==> src/rtl/core/cmap4_ram.sv <==
// ----------------------------------------------------------------------------
// cmap4_ram
// Generic single write port, single read port RAM with registered read data.
// ----------------------------------------------------------------------------
module cmap4_ram #(
  parameter int WIDTH = 16,
  parameter int DEPTH = 256
) (
  input  logic                     clk,
  input  logic                     we,
  input  logic [$clog2(DEPTH)-1:0] waddr,
  input  logic [WIDTH-1:0]         wdata,
  input  logic [$clog2(DEPTH)-1:0] raddr,
  output logic [WIDTH-1:0]         rdata
);

  logic [WIDTH-1:0] mem [DEPTH];

  always_ff @(posedge clk) begin
    if (we) begin
      mem[waddr] <= wdata;
    end
    rdata <= mem[raddr];
  end

endmodule

==> config.mk <==
export PLATFORM = sky130hd
export DESIGN_NAME = cmap4_ram
export DESIGN_NICKNAME = d
export VERILOG_FILES = /design/src/rtl/core/cmap4_ram.sv
export SDC_FILE = /design/constraint.sdc
export NUM_CORES = 2
export LEC_CHECK = 0
export BUFFER_PORTS_ARGS = -buffer_cell sky130_fd_sc_hd__buf_2
export CORE_MARGIN = 10
export CORE_UTILIZATION = 50
export CTS_CLUSTER_SIZE = 28
export DETAILED_ROUTE_END_ITERATION = 16
export PLACE_DENSITY = 0.72
export SYNTH_ARGS = -nofsm -noshare
export SYNTH_HDL_FRONTEND = slang
export SYNTH_SLANG_ARGS = --single-unit
export TNS_END_PERCENT = 100
==> constraint.sdc <==
create_clock -name clk -period 3.9 [get_ports clk]
set_input_delay 0.39 -clock clk [delete_from_list [all_inputs] [get_ports clk]]
set_output_delay 0.39 -clock clk [all_outputs]
set_load 0.02 [all_outputs]
== Yosys cells after proc, flatten, opt, wreduce, memory -nomap -nowiden ==
Memory sizes are Yosys's and may differ from the RTL's. A register that Yosys moved wholly into a read port is not among the register bits.
Index checks and enable logic that the tools add are counted.
Word-level totals
  register bits: 0
  latch bits: 0
  memory bits (writable): 4096
  memory bits (read-only): 0
  output and inout bits: 16
  memories: 1
Memories
  mem: depth 256, width 16, read ports 1, clocked after memory_dff 1, write ports 1, line 17  | logic [WIDTH-1:0] mem [DEPTH];
Operators by class
  $add $sub $neg: 0
  multiply operators: 0
  divide/modulo/power cells: 0
  order comparisons: 0
  eq/ne operators: 0
  shift operators: 0
  multiplexer cells: 2
  bitwise operators: 0
  reduce and logical (&&, ||, !) cells: 0
Operators by type and width (count)
  $mux 1: 2

== Longest topological paths before layout ==
  depth in word-level cells: 2
  gate-level depth with buffers: 12
  mapped depth without buffers: 6

== Least setup slack after synthesis ==
OpenSTA, ideal clock, no wires.
  kind: input-to-reg
  from: in waddr[3]
  to: mem mem[235][0], enable pin
  data arrival time: 2.167 ns
  required time: 3.512 ns
  slack: 1.345 ns
  cell stages on the path: 6
  buffers on the path: 3
  path through: clkbuf_1 -> nor2b_1 -> clkbuf_1 -> nand4_1 -> clkbuf_1 -> nor2_1
RTL lines
  from (decl): line 11  | input logic [$clog2(DEPTH)-1:0] waddr,
  to (decl): line 17
No word-level cell before the write port.

==> qor.tcl <==
set qor(die-area_sq_mm) 0.3404
set qor(maximum_clock_frequency_ghz) 0.3369
set qor(via_per_inst) 6.462
set qor(synthDistinctLibCells) 52
set qor(hp-class) {in2reg}
set qor(die_h_um) 583.4
set qor(cp-start-kind) {primary input}
set qor(timing_hold_violations_final) 0
set qor(drv.max_cap_violation_count) 0
set qor(worst_clock_skew_ps) 36.19
set qor(cts.sink_count) 4112
set qor(vdd.ir_drop.worst_v) 0.0004195
set qor(antenna_left) 0
set qor(drt_first_pass_iters) 6
set qor(dp_wirelength_um) 245300
set qor(required_time_of_the_worst_setup_path_ps) 4700
set qor(antenna_found_initial) 27
set qor(layout_worst_path_cycle_share_pct) 76.12
set qor(layoutNonFillerInstCount) 12450
set qor(clock_insertion_delay_worst_skew_ps) 910
set qor(total_power_mw) 91.26
set qor(synth_async_sr_flop_share_pct) 0
set qor(rows) 206
set qor(cts_tree) {done}
set qor(dominantRegCellSynth) {edfxtp_1}
set qor(number_of_buffers_created_by_cts) 394
set qor(status) {finished clean}
set qor(synthesis.yosys.warnings) 0
set qor(core_region_area_sq_mm) 0.3155
set qor(power.density_mw_per_mm2) 506.9
set qor(detailroute.via_count) 80450
set qor(grt_pass1_wl_um) 586000
set qor(post_cts_resize_count) 0
set qor(setup_crit_path_kind) {in2reg}
set qor(post-route-min-period_ps) 2969
set qor(rsz0062_at_grt) {false}
set qor(finalWeightedCongestion) 0.9136
set qor(worst-path-max-fanout) 34
set qor(die_w_um) 583.4
set qor(layout.cells.most_common) {edfxtp_1}
set qor(worst-endpoint-arrival_ps) 3770
set qor(synth-edff-count) 4096
set qor(grt_start_max_net_pins) 155
set qor(finalSetupViolations) 0
set qor(post_route_cells_drive_above_1_share_pct) 25.88
set qor(first_global_vias) 79540
set qor(critical_path.endpoint_type) {flip-flop}
set qor(globalRouteOverflowTotal) 0
set qor(postRouteWirelength_um) 408700
set qor(track_usage_pct) 23.55
set qor(syn2layout_area_growth_pct) 13.44
set qor(synth_sequential_area_ratio_pct) 77.70
set qor(cts_root_buf) {clkbuf_16}
set qor(synth_seq_cells) 4112
set qor(num-fill-cells) 22190
set qor(clk_pin_slew_ps) 60
set qor(htreeDepth) 5
set qor(port_buffers) 49
set qor(fin_setup_tns_ps) 0
set qor(syn_nets) 7394
set qor(final_cell_mix) {4096 x edfxtp_1, 797 x mux4_2, 565 x mux2i_1}
set qor(synthesis.area_per_instance_sq_um) 21.56
set qor(syn_area_sq_mm) 0.1587
set qor(detail_route.drc_violations) 0
set qor(post-cts-setup-buffer-count) 0
set qor(total_leakage_power_nw) 57.45
set qor(drt_first_iter_violations) 11860
set qor(clock_tree_buffer_depth) 4
set qor(wire_per_inst_um) 32.83
set qor(post_place_setup_slack_ps) 162.0
set qor(synthesis.instances) 7360
set qor(slew_at_the_pin_with_the_worst_max_slew_slack_ps) 1488
set qor(hold_buffers) 9
set qor(nets) 7986
set qor(final_critical_path_setup_slack_ps) 931.5
set qor(dpl.cell_count) 11710
set qor(max-slew-margin-rel_pct) 0.8215
set qor(design.portCount) 50
set qor(initial_core_util_pct) 50.31
set qor(final-max-slew-violation-count) 0
## per-layer routing
metal  global-route usage [%]  wire length (um)  up-vias
li1                         -                 -    32490
met1                    31.91            148800    42000
met2                    37.14            193600     5127
met3                    5.374             45940      827
met4                    10.01             20340       12
met5                        0                91        -
## worst max-delay path, cell delays in order
cell and delay, ps:
buf_12 220, buf_12 230, buf_12 200, buf_12 280
mux2i_1 130, o221ai_1 330, a21oi_1 130, o31ai_1 1000
o32ai_1 190, buf_4 230, nor4_1 300
## stage by stage
stage,area [sq um],util (%),hold WS (ps)
6_report,180000,57.07,44.46
3_3_place_gp,167200,53.00,805.4
5_1_grt,180000,57.06,51.96
2_1_floorplan,158700,-,488.9
4_1_cts,180000,57.06,5.863
3_5_place_dp,167200,53.00,812.6
## power by group
group	total, mW	internal, mW	switching, mW
sequential	48.8	48.7	0.107
combinational	4.68	1.64	3.04
clock	37.8	21.5	16.2
## cell families (layout without fill, tap and decap cells)
| logic type | count (synthesis) | in the layout | synth area share (%) |
|---|---|---|---|
| simple gates | 556 | 556 | 1.574 |
| mux | 1450 | 1450 | 15.50 |
| flops | 4112 | 4112 | 77.70 |
| buf+inv | 456 | 1373 | 1.693 |
| other cells | 0 | 13 | 0 |
| compound gates | 786 | 786 | 3.537 |
## area by class of cell
class / count / area [sq um] / share of cell area [%]
clock inverter: 253 / 2429 / 1.349
sequential: 4112 / 123300 / 68.49
multi-input combinational: 2792 / 32830 / 18.24
timing repair buffer: 648 / 5913 / 3.284
tap: 4160 / 5205 / 2.891
clock buffer: 468 / 10280 / 5.713
inverter: 4 / 27.53 / 0.01529
antenna: 13 / 32.53 / 0.01807
## sequential cells by signal, summed over array words and instances (netlist names)
register and cells:
mem 4096, rdata 16
## path summary, 6_finish.rpt
check | slack [ps] | cells after the start | endpoint | start
worst min register to register | 1070 | 6 | rdata[11]$_DFF_P_ | mem[194][11]$_DFFE_PP_
worst min-delay path | 40 | 1 | mem[179][7]$_DFFE_PP_ | wdata[7]
worst max register to register | 1120 | 6 | rdata[11]$_DFF_P_ | mem[55][11]$_DFFE_PP_
worst max-delay path | 930 | 11 | rdata[9]$_DFF_P_ | raddr[0]
## synth_stat cells (all sizes together), types with 3 or more instances
library cell  number  area [sq um]
a2111oi            6         52.55
a211oi            18         135.1
a21oi            175         875.8
a221oi            28         245.2
a22o              32         280.3
a22oi             43         322.8
a31oi              6         37.54
and3              11         68.82
buf              222          1809
clkbuf           230         863.3
dfxtp             16         320.3
edfxtp          4096        123000
inv                4         15.01
mux2              88         991.0
mux2i            565          5655
mux4             797         17950
nand2             38         142.6
nand2b             3         18.77
nand3             35         175.2
nand4             26         162.7
nand4b             3         26.28
nor2             304          1141
nor2b              9         56.30
nor3              92         460.4
nor4              18         118.9
o21ai             38         190.2
o221ai           253          2222
o22ai            148         925.9
o31ai             16         120.1
o32ai             21         191.4
or2                5         31.28
Power figures use the tool's default switching activity.
